[config.mk]
export PLATFORM = sky130hd
export DESIGN_NAME = nonpreemptive_priority_scheduler
export DESIGN_NICKNAME = d
export VERILOG_FILES = /design/src/sv/nps_pkg.sv /design/src/sv/nps_qram.sv /design/src/sv/nonpreemptive_priority_scheduler.sv
export SDC_FILE = /design/constraint.sdc
export NUM_CORES = 1
export LEC_CHECK = 0
export ABC_AREA = 0
export CORE_MARGIN = 3
export CORE_UTILIZATION = 35
export CTS_CLUSTER_DIAMETER = 50
export DETAILED_ROUTE_END_ITERATION = 16
export DONT_BUFFER_PORTS = 1
export PLACE_DENSITY = 0.47
export SETUP_SLACK_MARGIN = 0.15
export SYNTH_ARGS = -nofsm -noshare
export SYNTH_HDL_FRONTEND = slang
export SYNTH_HIERARCHICAL = 1
export SYNTH_SLANG_ARGS = --single-unit
[constraint.sdc]
create_clock -name clk -period 7.28 [get_ports clk]
set_input_delay 1.456 -clock clk [delete_from_list [all_inputs] [get_ports clk]]
set_output_delay 1.456 -clock clk [all_outputs]
set_load 0.1 [all_outputs]
[src/sv/nps_pkg.sv]
// shared types and field widths for the non-preemptive priority scheduler
package nps_pkg;

  localparam int ID_W    = 8;
  localparam int PRIO_W  = 8;
  localparam int BURST_W = 12;
  localparam int TIME_W  = 16;
  localparam int COUNT_W = 5;

  // one input beat: one tick, possibly with a new job
  typedef struct packed {
    logic               arrive_valid;
    logic [ID_W-1:0]    arrive_id;
    logic [PRIO_W-1:0]  arrive_priority;
    logic [BURST_W-1:0] arrive_burst;
  } nps_in_t;

  // one result beat per tick
  typedef struct packed {
    logic               busy_res;
    logic [ID_W-1:0]    running_id;
    logic [BURST_W-1:0] running_remaining;
    logic               done_valid;
    logic [ID_W-1:0]    done_id;
    logic [TIME_W-1:0]  done_wait;
    logic [TIME_W-1:0]  done_turnaround;
    logic               arrival_dropped;
    logic [COUNT_W-1:0] queue_count;
  } nps_out_t;

  // one job as held in the ready queue or in the run slot
  typedef struct packed {
    logic [ID_W-1:0]    id;
    logic [PRIO_W-1:0]  prio;
    logic [BURST_W-1:0] burst;
    logic [TIME_W-1:0]  arrival;
  } nps_job_t;

endpackage

[src/sv/nps_qram.sv]
// ready queue storage: one write port, one read port, registered read data
module nps_qram
  import nps_pkg::*;
#(
  parameter int DEPTH = 16,
  parameter int AW    = 4
) (
  input  logic           clk,
  input  logic           wr_en,
  input  logic [AW-1:0]  wr_addr,
  input  nps_job_t       wr_data,
  input  logic           rd_en,
  input  logic [AW-1:0]  rd_addr,
  output nps_job_t       rd_data
);

  nps_job_t mem [DEPTH];
  nps_job_t rd_data_r;

  always_ff @(posedge clk) begin
    if (wr_en) begin
      mem[wr_addr] <= wr_data;
    end
  end

  always_ff @(posedge clk) begin
    if (rd_en) begin
      rd_data_r <= mem[rd_addr];
    end
  end

  assign rd_data = rd_data_r;

endmodule

[src/sv/nonpreemptive_priority_scheduler.sv]
// top level: tick-driven non-preemptive priority scheduler over a ring-buffer ready queue
// after start, busy stays high while the tick is in progress, until the out_valid strobe
// a tick passes through idle, arrive and finish, plus a load state when a job is reloaded from the queue,
// plus a scan state per queued job that an ordered insert shifts and a scan or put state to place it
// one result beat per tick, shown for one cycle on out_valid; the receiver cannot stall
// synchronous active-low reset empties the queue, idles the run slot and clears the tick count
module nonpreemptive_priority_scheduler
  import nps_pkg::*;
#(
  parameter int QUEUE_DEPTH = 16
) (
  input  logic     clk,
  input  logic     rst_n,
  input  logic     start,
  output logic     busy,
  input  nps_in_t  in_data,
  output logic     out_valid,
  output nps_out_t out_data
);

  localparam int AW = $clog2(QUEUE_DEPTH);
  localparam int CW = $clog2(QUEUE_DEPTH + 1);

  typedef logic [AW-1:0] addr_t;
  typedef logic [CW-1:0] cnt_t;

  typedef enum logic [2:0] {
    S_IDLE,
    S_LOAD,
    S_ARRIVE,
    S_SCAN,
    S_PUT,
    S_FIN
  } state_t;

  // ring position of logical queue slot k (head plus k below twice the depth)
  function automatic addr_t phys(input addr_t head, input logic [AW:0] k);
    logic [AW:0] sum;
    sum = {1'b0, head} + k;
    if (sum >= (AW+1)'(QUEUE_DEPTH)) begin
      sum = sum - (AW+1)'(QUEUE_DEPTH);
    end
    return sum[AW-1:0];
  endfunction

  function automatic addr_t ptr_inc(input addr_t p);
    return (p == AW'(QUEUE_DEPTH - 1)) ? '0 : p + 1'b1;
  endfunction

  function automatic addr_t ptr_dec(input addr_t p);
    return (p == '0) ? AW'(QUEUE_DEPTH - 1) : p - 1'b1;
  endfunction

  // control and run-slot state
  state_t             state_r, state_nxt;
  nps_in_t            in_r, in_nxt;
  logic [TIME_W-1:0]  tick_r, tick_nxt;
  logic               run_valid_r, run_valid_nxt;
  logic               run_started_r, run_started_nxt;
  nps_job_t           run_job_r, run_job_nxt;
  logic [BURST_W-1:0] run_rem_r, run_rem_nxt;
  addr_t              head_r, head_nxt;
  cnt_t               qlen_r, qlen_nxt;
  addr_t              scan_r, scan_nxt;

  // per-tick report
  logic               done_r, done_nxt;
  logic [ID_W-1:0]    d_id_r, d_id_nxt;
  logic [TIME_W-1:0]  d_wait_r, d_wait_nxt;
  logic [TIME_W-1:0]  d_turn_r, d_turn_nxt;
  logic               drop_r, drop_nxt;
  logic               out_valid_r, out_valid_nxt;
  nps_out_t           out_r, out_nxt;

  // queue port
  logic     wr_en;
  addr_t    wr_addr;
  nps_job_t wr_data;
  logic     rd_en;
  addr_t    rd_addr;
  nps_job_t rd_data;

  // helpers
  nps_job_t           arr_job;
  logic [BURST_W-1:0] rem_dec;

  nps_qram #(
    .DEPTH (QUEUE_DEPTH),
    .AW    (AW)
  ) u_qram (
    .clk     (clk),
    .wr_en   (wr_en),
    .wr_addr (wr_addr),
    .wr_data (wr_data),
    .rd_en   (rd_en),
    .rd_addr (rd_addr),
    .rd_data (rd_data)
  );

  // the arriving job, stamped with the current tick
  always_comb begin
    arr_job.id      = in_r.arrive_id;
    arr_job.prio    = in_r.arrive_priority;
    arr_job.burst   = in_r.arrive_burst;
    arr_job.arrival = tick_r;
  end

  // remaining burst after this tick's service; saturates at zero
  assign rem_dec = (run_valid_r && run_started_r && (run_rem_r != '0)) ?
                   run_rem_r - 1'b1 : run_rem_r;

  always_comb begin
    state_nxt       = state_r;
    in_nxt          = in_r;
    tick_nxt        = tick_r;
    run_valid_nxt   = run_valid_r;
    run_started_nxt = run_started_r;
    run_job_nxt     = run_job_r;
    run_rem_nxt     = run_rem_r;
    head_nxt        = head_r;
    qlen_nxt        = qlen_r;
    scan_nxt        = scan_r;
    done_nxt        = done_r;
    d_id_nxt        = d_id_r;
    d_wait_nxt      = d_wait_r;
    d_turn_nxt      = d_turn_r;
    drop_nxt        = drop_r;
    out_valid_nxt   = 1'b0;
    out_nxt         = out_r;
    wr_en           = 1'b0;
    wr_addr         = head_r;
    wr_data         = arr_job;
    rd_en           = 1'b0;
    rd_addr         = head_r;

    unique case (state_r)
      S_IDLE: begin
        if (start) begin
          in_nxt     = in_data;
          done_nxt   = 1'b0;
          d_id_nxt   = '0;
          d_wait_nxt = '0;
          d_turn_nxt = '0;
          drop_nxt   = 1'b0;
          state_nxt  = S_ARRIVE;
          if (run_valid_r && (rem_dec == '0)) begin
            // completion: report and free the run slot
            done_nxt        = 1'b1;
            d_id_nxt        = run_job_r.id;
            d_turn_nxt      = tick_r - run_job_r.arrival;
            d_wait_nxt      = tick_r - TIME_W'(run_job_r.burst) - run_job_r.arrival;
            run_valid_nxt   = 1'b0;
            run_started_nxt = 1'b0;
            run_rem_nxt     = '0;
            if (qlen_r != '0) begin
              // fetch the queue head for reload
              rd_en     = 1'b1;
              rd_addr   = head_r;
              state_nxt = S_LOAD;
            end
          end else begin
            run_rem_nxt = rem_dec;
          end
        end
      end

      S_LOAD: begin
        run_valid_nxt   = 1'b1;
        run_started_nxt = 1'b0;
        run_job_nxt     = rd_data;
        run_rem_nxt     = rd_data.burst;
        head_nxt        = ptr_inc(head_r);
        qlen_nxt        = qlen_r - 1'b1;
        state_nxt       = S_ARRIVE;
      end

      S_ARRIVE: begin
        state_nxt = S_FIN;
        if (in_r.arrive_valid) begin
          if (!run_valid_r) begin
            run_valid_nxt   = 1'b1;
            run_started_nxt = 1'b0;
            run_job_nxt     = arr_job;
            run_rem_nxt     = arr_job.burst;
          end else if (qlen_r >= CW'(QUEUE_DEPTH)) begin
            drop_nxt = 1'b1;
          end else if (!run_started_r && (in_r.arrive_priority < run_job_r.prio)) begin
            // displaced job goes back to the front of the queue
            wr_en           = 1'b1;
            wr_addr         = ptr_dec(head_r);
            wr_data         = run_job_r;
            head_nxt        = ptr_dec(head_r);
            qlen_nxt        = qlen_r + 1'b1;
            run_valid_nxt   = 1'b1;
            run_started_nxt = 1'b0;
            run_job_nxt     = arr_job;
            run_rem_nxt     = arr_job.burst;
          end else if (qlen_r == '0) begin
            wr_en    = 1'b1;
            wr_addr  = head_r;
            qlen_nxt = qlen_r + 1'b1;
          end else begin
            // walk back from the tail, shifting worse-priority jobs down
            rd_en     = 1'b1;
            rd_addr   = phys(head_r, (AW+1)'(qlen_r - 1'b1));
            scan_nxt  = AW'(qlen_r - 1'b1);
            state_nxt = S_SCAN;
          end
        end
      end

      S_SCAN: begin
        wr_en   = 1'b1;
        wr_addr = phys(head_r, {1'b0, scan_r} + 1'b1);
        if (rd_data.prio > in_r.arrive_priority) begin
          wr_data = rd_data;
          if (scan_r == '0) begin
            state_nxt = S_PUT;
          end else begin
            rd_en    = 1'b1;
            rd_addr  = phys(head_r, {1'b0, scan_r} - 1'b1);
            scan_nxt = scan_r - 1'b1;
          end
        end else begin
          qlen_nxt  = qlen_r + 1'b1;
          state_nxt = S_FIN;
        end
      end

      S_PUT: begin
        wr_en     = 1'b1;
        wr_addr   = head_r;
        qlen_nxt  = qlen_r + 1'b1;
        state_nxt = S_FIN;
      end

      S_FIN: begin
        run_started_nxt           = run_valid_r;
        tick_nxt                  = tick_r + 1'b1;
        out_valid_nxt             = 1'b1;
        out_nxt.busy_res          = run_valid_r;
        out_nxt.running_id        = run_valid_r ? run_job_r.id : '0;
        out_nxt.running_remaining = run_valid_r ? run_rem_r : '0;
        out_nxt.done_valid        = done_r;
        out_nxt.done_id           = d_id_r;
        out_nxt.done_wait         = d_wait_r;
        out_nxt.done_turnaround   = d_turn_r;
        out_nxt.arrival_dropped   = drop_r;
        out_nxt.queue_count       = COUNT_W'(qlen_r);
        state_nxt                 = S_IDLE;
      end

      default: begin
        state_nxt = S_IDLE;
      end
    endcase
  end

  always_ff @(posedge clk) begin
    if (!rst_n) begin
      state_r       <= S_IDLE;
      tick_r        <= '0;
      run_valid_r   <= 1'b0;
      run_started_r <= 1'b0;
      run_job_r     <= '0;
      run_rem_r     <= '0;
      head_r        <= '0;
      qlen_r        <= '0;
      out_valid_r   <= 1'b0;
    end else begin
      state_r       <= state_nxt;
      tick_r        <= tick_nxt;
      run_valid_r   <= run_valid_nxt;
      run_started_r <= run_started_nxt;
      run_job_r     <= run_job_nxt;
      run_rem_r     <= run_rem_nxt;
      head_r        <= head_nxt;
      qlen_r        <= qlen_nxt;
      out_valid_r   <= out_valid_nxt;
    end
  end

  // payload registers, no reset needed
  always_ff @(posedge clk) begin
    in_r     <= in_nxt;
    scan_r   <= scan_nxt;
    done_r   <= done_nxt;
    d_id_r   <= d_id_nxt;
    d_wait_r <= d_wait_nxt;
    d_turn_r <= d_turn_nxt;
    drop_r   <= drop_nxt;
    out_r    <= out_nxt;
  end

  assign busy      = (state_r != S_IDLE);
  assign out_valid = out_valid_r;
  assign out_data  = out_r;

endmodule
==> results of run 1 <==
==> per-layer routing <==
| metal | part of all wire (%) | global-route usage [%] | vias up |
|---|---|---|---|
| met5 | 0 | 0 | - |
| met3 | 5.9 | 2.78 | 118 |
| met2 | 46 | 28.6 | 768 |
| li1 | - | - | 9810 |
| met4 | 2.1 | 5.01 | 0 |
| met1 | 46 | 26.1 | 11800 |
==> per-stage QoR <==
| stage | setup WS [ps] | instance area, sq um | util [%] | cells |
|---|---|---|---|---|
| 5_1_grt | 1140 | 46500 | 41.0 | 4079 |
| 6_report | 1540 | 46500 | 41.0 | 4079 |
| 3_3_place_gp | 1780 | 42700 | 37.7 | 3870 |
| 3_5_place_dp | 1530 | 42700 | 37.7 | 3870 |
| 4_1_cts | 1560 | 46500 | 41.0 | 4078 |
| 2_1_floorplan | 441 | 40400 | - | 2407 |
==> sequential cells by signal (all words and copies together) (netlist names) <==
name / flops
out_valid: 1
d_turn_r: 16
d_wait_r: 16
d_id_r: 8
done_r: 1
state_r: 3
scan_r: 4
drop_r: 1
out_data: 68
run_started_r: 1
run_rem_r: 12
run_valid_r: 1
head_r: 4
qlen_r: 5
in_r: 1
arr_job: 28
tick_r: 16
u_qram/rd_data: 44
u_qram/mem: 704
run_job_r: 44
==> cell usage in the layout (no fill, tap or decap), types with 14 or more instances in the layout <==
| master | netlist | layout |
|---|---|---|
| edfxtp_1 | 891 | 891 |
| mux4_2 | 176 | 176 |
| a22oi_1 | 137 | 137 |
| inv_1 | 132 | 131 |
| clkbuf_16 | 0 | 115 |
| nor2_1 | 118 | 105 |
| nand2_1 | 93 | 92 |
| dfxtp_1 | 87 | 87 |
| o21ai_0 | 84 | 79 |
| buf_4 | 8 | 78 |
| ha_1 | 68 | 68 |
| a31oi_1 | 53 | 53 |
| a21oi_1 | 48 | 47 |
| o221ai_1 | 44 | 44 |
| nand3_1 | 28 | 28 |
| nor3_1 | 35 | 28 |
| xnor2_1 | 25 | 25 |
| clkbuf_1 | 82 | 23 |
| nand2b_1 | 16 | 16 |
| fa_1 | 16 | 16 |
| xor2_1 | 15 | 15 |
| clkinv_2 | 0 | 15 |
| clkinv_1 | 2 | 14 |
| a21o_1 | 14 | 14 |
| buf_12 | 0 | 14 |
==> where the power goes <==
part	switching, mW	internal, mW
clock	2.31	3.35
combinational	2.40	1.47
sequential	0.331	6.83
total	5.04	11.7
==> cell type report <==
| class | count | area, sq um | area share [%] |
|---|---|---|---|
| Clock inverter | 70 | 791 | 1.70 |
| Inverter | 134 | 504 | 1.08 |
| Timing Repair Buffer | 93 | 877 | 1.89 |
| Tap cell | 1500 | 1880 | 4.04 |
| Sequential cell | 978 | 28500 | 61.3 |
| Clock buffer | 138 | 2960 | 6.37 |
| Multi-Input combinational cell | 1166 | 11000 | 23.6 |
==> final timing paths <==
kind	start	end	slack, ps	cells past startpoint
worst min register to register	d_turn_r[9]	out_data[15]	420	0
worst min-delay path	d_turn_r[9]	out_data[15]	420	0
worst max register to register	state_r[0]	u_qram/rd_data[18]	1540	10
worst max-delay path	state_r[0]	u_qram/rd_data[18]	1540	10
==> cells by family (layout without fill, tap and decap cells) <==
| group | after synthesis | count (layout) | synth area share [%] |
|---|---|---|---|
| DFF | 978 | 978 | 70.6 |
| adders and majority gates | 85 | 85 | 2.93 |
| AOI/OAI and AO/OA | 468 | 468 | 8.05 |
| buffers and inverters | 263 | 435 | 2.72 |
| xor gates and xnor gates | 40 | 40 | 0.868 |
| and+or+nand+nor | 381 | 381 | 4.59 |
| muxes | 192 | 192 | 10.2 |
==> cells in the mapped netlist, drive strengths merged (5+ instances only) <==
master / number
edfxtp: 891
mux4: 176
a22oi: 137
inv: 132
nor2: 118
nand2: 93
dfxtp: 87
o21ai: 84
clkbuf: 82
ha: 68
a31oi: 53
a21oi: 48
buf: 47
o221ai: 44
nor3: 35
nand3: 28
xnor2: 25
fa: 16
nand2b: 16
and2: 15
xor2: 15
a21o: 14
o21a: 13
mux2i: 12
nor2b: 12
a211oi: 11
nor3b: 10
nor4: 10
or4: 9
nand4: 8
a221o: 7
o31ai: 7
a2111oi: 5
a311oi: 5
or2: 5
or3: 5
==> implementation parameters, run 1 <==
Parameter                              Value

Global routing
  Aggregate global-route resource usage    between 10% and 20%
  Antenna violations before repair    0
  Gr ovfl total    0
  Global-route wire length before repair    160000 microns
  Vias in the first global route    roughly 23000
  Pin count of the biggest net entering global routing    between 80 and 90

Die
  Initial core utilization    35.6%
  Std-Cell Rows    ~120
  Core area    113000 sq um
  Die width    346 microns
  Die area    119000 sq um
  Die height    346 microns
  Number of primary I/O pins    102

Synth
  Portion of the post-synthesis area used by sequential elements    between 70% and 80%
  Top post-synthesis cells by area    edfxtp_1 66%, mux4_2 9.8%, dfxtp_1 4.3%, a22oi_1 2.5%, ha_1 2.1%
  Number of nets in the synthesized netlist    2523
  Number of library cell types mapped by synthesis    75
  Synthesized area    between 40000 and 50000 sq um
  Async set-reset flop share out of synthesis    0%
  Main flop type after synthesis    edfxtp_1
  Biggest area consumer among synthesized cells    edfxtp_1
  Total number of yosys warnings    6
  Yosys top cell area share    between 60 and 70%
  Post-synth EDFFs    891
  Avg Cell Area, Syn    around 17 sq um
  Synthesized instance count    roughly 2400
  Seq cells post-synth    between 900 and 1000

STA
  Unrepaired setup endpoints after global routing    no
  Tcrit/Tclk final    78.8%
  Setup TNS Final    0 ps
  Count of final hold-check violations    0
  Final setup violation count    0
  Worst Clk Skew    ~23 ps
  Final min period    between 5000 and 6000 ps
  Headroom to the max-slew limit    between 10% and 20%
  Maximum clock rate    between 150 and 200 MHz
  Final Max Tran Viols    0
  Final hold slack    ~420 ps
  Worst Tran Pin Value    about 1300 ps

Worst setup path
  Slowest stage cell, crit path    a221o_4
  Crit path max fanout    42
  Chain of cells forming the critical path    clkinv_1, nand2_1, inv_1, nand4_1, a21boi_0, a221o_4, buf_4, mux4_2, a22oi_1, nand2_1
  Crit-path max cell delay    1010 ps
  Critical Path End Type    flip-flop
  Worst EP required    ~7700 ps
  Cell repeated most along the worst path    nand2_1
  Kind of cell adding the most delay to the critical path    compound AO/OA/AOI/OAI gates
  Sort of element at the start of the critical path    flip-flop
  Endpoint arrival time on the critical path    between 6000 and 7000 ps
  Path type of the worst setup path    reg2reg
  Number of buffers and inverters on the critical path    3

Final layout
  Layout cell share with drive strength beyond 1    between 10% and 20%
  Final net count    between 2000 and 3000
  Number of fill cells    a little over 10000
  Number of antenna cells inserted    0
  Layout overhead on the synthesized area    15.2%

Power and ir drop
  Overall power of the completed layout    16.7 mW
  Worst IR drop on VDD    roughly 160 uV
  Leakage dissipation    approximately 15 nW
  Power per cell area    ~360 nW/um^2

Route
  Post-detailed-route wirelength per cell    26.9 microns
  Post-Route WL    about 110000 microns
  Number of DRC violations after detailed-routing iteration 0    just under 2000
  First drt pass iteration count    5
  Via-per-instance ratio    5.51
  Post-route ant nets    0
  Routed vias    22500
  Post-detailed-route DRC marker count    0

Clock tree
  CTS root buffer    clkbuf_16
  Post-CTS sizing    0
  Clock tree from TritonCTS    yes
  Setup fix buffers added after clock tree synthesis    0
  Hold buffer count at CTS    0
  Number of sinks handled by clock tree synthesis    slightly below 1000
  Deepest clock path buffer count    3
  TritonCTS buffer count    about 110
  Count of H-tree levels built during CTS    3
  Worst-skew pair later-pin latency    a little under 700 ps
  Clock transition at path regs    roughly 60 ps

Run
  Max-capacitance violation count    0

Placement
  Placer's final routability congestion estimate    between 0.8 and 0.9
  Placed wire-length estimate after detailed placement    62500 microns
  Number of I/O port buffers    0

Min path
  Kind of path behind the tightest hold check    reg2reg

Status
  Status    finished clean
No activity file was read; power rests on OpenSTA's default activity.
==> inputs of run 2 (changes only) <==
--- a/config.mk
+++ b/config.mk
@@ -11,7 +11,7 @@
 export CTS_CLUSTER_DIAMETER = 50
 export DETAILED_ROUTE_END_ITERATION = 16
 export DONT_BUFFER_PORTS = 1
-export PLACE_DENSITY = 0.47
+export PLACE_DENSITY = 0.45
 export SETUP_SLACK_MARGIN = 0.15
 export SYNTH_ARGS = -nofsm -noshare
 export SYNTH_HDL_FRONTEND = slang
==> constraint.sdc (replaced) <==
create_clock -name clk -period 5.35 [get_ports clk]
set_input_delay 1.07 -clock clk [delete_from_list [all_inputs] [get_ports clk]]
set_output_delay 1.07 -clock clk [all_outputs]
set_load 0.1 [all_outputs]
==> implementation parameters, run 2 (synthesis gave the netlist of run 1 again) <==
Parameter                              Value

Final layout
  Final net count    2625 (+0.85%)
  Commonest non-fill, non-tap cell in the layout    edfxtp_1
  Layout cell share with drive strength beyond 1    19.9% (+0.78 points)
  End-of-flow core utilization    41.3% (+0.28 points)
  Largest reg by FF count    u_qram/mem
  Flip-flop count of the largest register after layout    704 (unchanged)
  Most frequent cells in the layout    891 x edfxtp_1, 176 x mux4_2, 137 x a22oi_1
  Number of fill cells    10100 (-0.21%)
  Layout overhead on the synthesized area    16.0%

Clock tree
  Post-CTS sizing    0 (unchanged)
  Count of H-tree levels built during CTS    3 (unchanged)
  CTS root buffer    clkbuf_16
  Deepest clock path buffer count    3 (unchanged)
  Worst-skew pair later-pin latency    690 ps (about the same)
  Clock transition at path regs    60 ps (about the same)
  Setup fix buffers added after clock tree synthesis    0 (unchanged)
  Clock tree from TritonCTS    yes
  TritonCTS buffer count    118 (+3.5%)
  Number of sinks handled by clock tree synthesis    978 (unchanged)
  Hold buffer count at CTS    0 (unchanged)

STA
  Final setup violation count    0 (unchanged)
  Setup TNS Final    0 ps (unchanged)
  Tcrit/Tclk final    86.6% (+7.7 points)
  Maximum clock rate    216 MHz (+24%)
  Unrepaired setup endpoints after global routing    no
  Final Max Tran Viols    0 (unchanged)
  Count of final hold-check violations    0 (unchanged)
  Headroom to the max-slew limit    15.5% (+2.8 points)
  Final hold slack    412 ps (-7.43 ps)
  Worst Clk Skew    18.8 ps (-4.17 ps)
  Final min period    4630 ps (-1110 ps)
  Worst Tran Pin Value    1260 ps (-41.6 ps)

Route
  Number of DRC violations after detailed-routing iteration 0    1853 (-4.4%)
  Post-detailed-route DRC marker count    0 (unchanged)
  Routed vias    22300 (-0.53%)
  Post-route ant nets    0 (unchanged)
  Post-detailed-route wirelength per cell    26.1 microns (-3.0%)
  Via-per-instance ratio    5.43 (-1.3%)
  First drt pass iteration count    5 (unchanged)
  Post-Route WL    107000 microns (-2.2%)

Status
  Status    finished clean

Worst setup path
  Slowest stage cell, crit path    nor2_4
  Endpoint arrival time on the critical path    4940 ps (-1210 ps)
  Worst EP required    5660 ps (-2030 ps)
  Worst setup path startpoint    arr_job[33]
  Number of cells on the worst reg-to-reg path    11 (+1)
  Chain of cells forming the critical path    ha_1, a21oi_1, nand2_1, a21o_1, a311o_1, nor4_1, o21a_1, a211oi_1, or3b_2, nor2_4, buf_4
  Crit-path max cell delay    720 ps (-290 ps)
  Sort of element at the start of the critical path    flip-flop
  Critical Path End Type    flip-flop
  Critical path endpoint    u_qram/mem[2][13]
  Kind of cell adding the most delay to the critical path    simple AND/OR/NAND/NOR gates
  Worst reg-to-reg setup slack    720 ps (-820 ps)
  Logic depth of the worst path, buffers included    11 (+1)
  Endpoint of the lowest-slack register-to-register path    u_qram/mem[2][13]
  Number of buffers and inverters on the critical path    1 (-2)
  Worst reg2reg startpoint    arr_job[33]
  Crit path max fanout    25 (-40%)
  Path type of the worst setup path    reg2reg

Die
  Core area    113000 sq um (unchanged)
  Die height    346 microns (unchanged)
  Initial core utilization    35.6% (unchanged)
  Number of primary I/O pins    102 (unchanged)
  Std-Cell Rows    123 (unchanged)
  Die width    346 microns (unchanged)
  Die area    119000 sq um (unchanged)

Global routing
  Gr ovfl total    0 (unchanged)
  Pin count of the biggest net entering global routing    62 (-30%)
  Antenna violations before repair    1 (+1)
  Global-route wire length before repair    159000 microns (-0.96%)
  Vias in the first global route    22800 (-0.26%)
  Aggregate global-route resource usage    17.8% (-0.31 points)

Power and ir drop
  Leakage dissipation    15.1 nW (+1.1%)
  Overall power of the completed layout    22.9 mW (+37%)
  Power per cell area    490 nW/um^2 (+36%)
  Worst IR drop on VDD    287 uV (+79%)

Placement
  Placed wire-length estimate after detailed placement    65100 microns (+4.2%)
  Number of I/O port buffers    0 (unchanged)
  Placer's final routability congestion estimate    0.837 (-1.8%)

Min path
  Kind of path behind the tightest hold check    reg2reg

Run
  Max-capacitance violation count    0 (unchanged)
[run 2: changes by cell type in the layout (fill, tap and decap cells not counted), sizes merged]
cell      delta
diode        +3
clkinvlp     -4
clkinv      +10
buf         +18
bufinv       -3
clkbuf       +2
inv          +6
[run 2: per-stage QoR]
stage	cells	setup slack, ps	instance area, sq um
after global placement	3889	826	43000
after floorplan	2407	23.9	40400
after CTS	4108	761	46800
after global routing	4108	582	46800
after detailed placement	3889	787	43000
final	4111	719	46800
[run 2: report_power, final]
part,switching [mW],internal (mW),total [mW]
logic,3.35,2.06,5.40
clock network,3.21,4.61,7.82
registers,0.416,9.29,9.71
total,6.97,16.0,22.9
[run 2: per-layer routing]
| metal | track usage (%) | wire length, microns |
|---|---|---|
| met1 | 25.5 | 49400 |
| met4 | 4.91 | 2390 |
| met5 | 0 | 0 |
| met2 | 28.3 | 50000 |
| met3 | 2.76 | 5480 |
[run 2: worst register-to-register path, cell delays in order (launching register included)]
cell and delay, ps:
edfxtp_1 410, ha_1 310, a21oi_1 190, nand2_1 100, a21o_1 210, a311o_1 420, nor4_1 330, o21a_1 190
a211oi_1 80, or3b_2 630, nor2_4 730, buf_4 630
[run 2: final cells by class]
type	count	area [sq um]	share of cell area [%]
Sequential cell	978	28500	60.9
Multi-Input combinational cell	1166	11000	23.5
Clock buffer	140	3110	6.64
Tap cell	1500	1880	4.01
Timing Repair Buffer	111	1080	2.31
Clock inverter	79	729	1.56
Inverter	134	504	1.08
Antenna cell	3	7.51	0.0160
[run 2: how the worst min path moves through the flow]
stage	start	endpoint	slack, ps	cells past startpoint
floorplan	d_turn_r[4]	out_data[10]	400	0
global placement	d_id_r[1]	out_data[39]	400	0
detailed placement	d_wait_r[10]	out_data[32]	400	0
CTS	in_data[11]	arr_job[27]	410	0
global route	d_id_r[5]	out_data[43]	420	0
finish	d_id_r[5]	out_data[43]	410	0
==> inputs of run 3 (changes only) <==
--- a/config.mk
+++ b/config.mk
@@ -6,12 +6,12 @@
 export NUM_CORES = 1
 export LEC_CHECK = 0
 export ABC_AREA = 0
+export BUFFER_PORTS_ARGS = -buffer_cell sky130_fd_sc_hd__clkbuf_2
 export CORE_MARGIN = 3
-export CORE_UTILIZATION = 35
+export CORE_UTILIZATION = 55
 export CTS_CLUSTER_DIAMETER = 50
 export DETAILED_ROUTE_END_ITERATION = 16
-export DONT_BUFFER_PORTS = 1
-export PLACE_DENSITY = 0.45
+export PLACE_DENSITY = 0.68
 export SETUP_SLACK_MARGIN = 0.15
 export SYNTH_ARGS = -nofsm -noshare
 export SYNTH_HDL_FRONTEND = slang
==> implementation parameters, run 3 (synthesis gave the netlist of run 1 again) <==
Parameter                              Value

Status
  Status    finished clean

Worst setup path
  Sort of element at the start of the critical path    flip-flop
  Crit path max fanout    29 (+16%)
  Path type of the worst setup path    reg2reg
  Critical Path End Type    flip-flop
  Worst EP required    5740 ps (+80 ps)
  Endpoint arrival time on the critical path    5180 ps (+240 ps)
  Worst reg-to-reg setup slack    560 ps (-160 ps)

Final layout
  Commonest non-fill, non-tap cell in the layout    edfxtp_1
  Number of fill cells    4898 (-51%)
  Most frequent cells in the layout    891 x edfxtp_1, 176 x mux4_2, 137 x a22oi_1
  Register area    28500 sq um (unchanged)
  End-of-flow core utilization    64.3% (+23 points)
  Number of antenna cells inserted    0 (-3)
  Final design area excluding fillers    46300 sq um (-1.0%)
  Flip-flop count of the largest register after layout    704 (unchanged)
  Area used by multi-input combinational logic    11000 sq um (about the same)
  Layout cell share with drive strength beyond 1    22.6% (+2.7 points)
  Largest reg by FF count    u_qram/mem
  Final net count    2711 (+3.3%)
  Layout overhead on the synthesized area    14.8%

STA
  Headroom to the max-slew limit    5.37% (-10 points)
  Maximum clock rate    209 MHz (-3.2%)
  Final hold slack    414 ps (+2.12 ps)
  Final Max Tran Viols    0 (unchanged)
  Setup slack of the critical path after layout    564 ps (-155 ps)
  Tcrit/Tclk final    89.5% (+2.9 points)
  Count of final hold-check violations    0 (unchanged)
  Worst Clk Skew    19.8 ps (+1.02 ps)
  Final setup violation count    0 (unchanged)
  Setup TNS Final    0 ps (unchanged)
  Worst Tran Pin Value    1410 ps (+151 ps)
  Final min period    4790 ps (+155 ps)
  Unrepaired setup endpoints after global routing    no

Route
  Post-detailed-route DRC marker count    0 (unchanged)
  Post-detailed-route wirelength per cell    26.4 microns (+1.0%)
  Number of DRC violations after detailed-routing iteration 0    2878 (+55%)
  Post-Route WL    95800 microns (-11%)
  First drt pass iteration count    8 (+3)
  Via-per-instance ratio    6.35 (+17%)
  Routed vias    23100 (+3.3%)
  Post-route ant nets    0 (unchanged)

Clock tree
  Post-CTS sizing    0 (unchanged)
  Hold buffer count at CTS    0 (unchanged)
  Setup fix buffers added after clock tree synthesis    0 (unchanged)
  TritonCTS buffer count    104 (-12%)
  Number of sinks handled by clock tree synthesis    978 (unchanged)
  Clock tree from TritonCTS    yes
  Clock transition at path regs    60 ps (about the same)
  Worst-skew pair later-pin latency    650 ps (-40 ps)
  Count of H-tree levels built during CTS    3 (unchanged)
  CTS root buffer    clkbuf_16
  Deepest clock path buffer count    3 (unchanged)

Run
  Max-capacitance violation count    0 (unchanged)

Global routing
  Pin count of the biggest net entering global routing    89 (+44%)
  Vias in the first global route    23100 (+1.2%)
  Aggregate global-route resource usage    25.0% (+7.2 points)
  Antenna violations before repair    0 (-1)
  Gr ovfl total    0 (unchanged)
  Global-route wire length before repair    146000 microns (-8.3%)

Power and ir drop
  Worst IR drop on VDD    373 uV (+30%)
  Leakage dissipation    15.4 nW (+1.7%)
  Power per cell area    480 nW/um^2 (-1.9%)

Die
  Die area    76700 sq um (-36%)
  Die width    277 microns (-20%)
  Number of primary I/O pins    102 (unchanged)
  Die height    277 microns (-20%)
  Core area    72100 sq um (-36%)
  Initial core utilization    56.0% (+20 points)
  Std-Cell Rows    98 (-20%)

Min path
  Kind of path behind the tightest hold check    reg2reg

Placement
  Placed wire-length estimate after detailed placement    57100 microns (-12%)
  Pre-CTS worst setup slack    348 ps (-439 ps)
  Placer's final routability congestion estimate    0.872 (+4.2%)
  Area of placed instances    42800 sq um (-0.37%)
  Number of I/O port buffers    101 (+101)
run 3: cell count changes in the layout (fill, tap and decap cells not counted), moves of 4 or more:
| cell | delta |
|---|---|
| buf_4 | -4 |
| clkbuf_1 | -7 |
| clkbuf_16 | -16 |
| clkbuf_2 | +101 |
| clkinv_1 | -5 |
| clkinv_4 | +7 |
| inv_6 | -4 |
run 3: layer usage:
metal / vias to the layer above / track usage [%] / share of wire, %
met4: 0 / 7.14 / 2.3
li1: 10000 / - / -
met5: - / 0 / 0
met2: 1119 / 38.1 / 46
met3: 130 / 4.80 / 9.9
met1: 11800 / 37.5 / 42
run 3: through the flow:
step                instances  total power [mW]
floorplan                2407              13.5
global placement         3439              14.9
detailed placement       3439              15.1
CTS                      3634              22.3
global route             3634              23.2
finish                   3634              22.3
run 3: where the power goes:
part           total (mW)  switching [mW]  internal [mW]
Combinational        5.38            3.32           2.06
Sequential           9.62           0.329           9.29
Clock                7.26            3.03           4.23
Total                22.3            6.68           15.6
run 3: worst max-delay path, cell delays in order, from the launching register on:
cell	delay, ps
edfxtp_1	430
ha_1	340
a21oi_1	220
nand2_1	80
a21o_1	200
a311o_1	420
nand4_1	200
a21boi_1	600
a221o_4	630
buf_12	330
buf_12	200
mux4_2	500
a22oi_1	220
nand2_1	110
run 3: final cells by class:
| cell class | instances | share of cell area (%) |
|---|---|---|
| clock buffers | 116 | 5.76 |
| clock inverters | 79 | 1.84 |
| inverters | 134 | 1.09 |
| multi-input cells | 1166 | 23.8 |
| flip-flops and latches | 978 | 61.5 |
| well taps | 950 | 2.57 |
| repair buffers | 211 | 3.49 |
run 3: worst paths after layout:
path                                  start            endpoint  depth (start not counted)
worst min-delay path            d_wait_r[0]        out_data[22]                          0
worst max register to register  arr_job[33]  u_qram/rd_data[32]                         13
worst min register to register  d_wait_r[0]        out_data[22]                          0
worst max-delay path            arr_job[33]  u_qram/rd_data[32]                         13
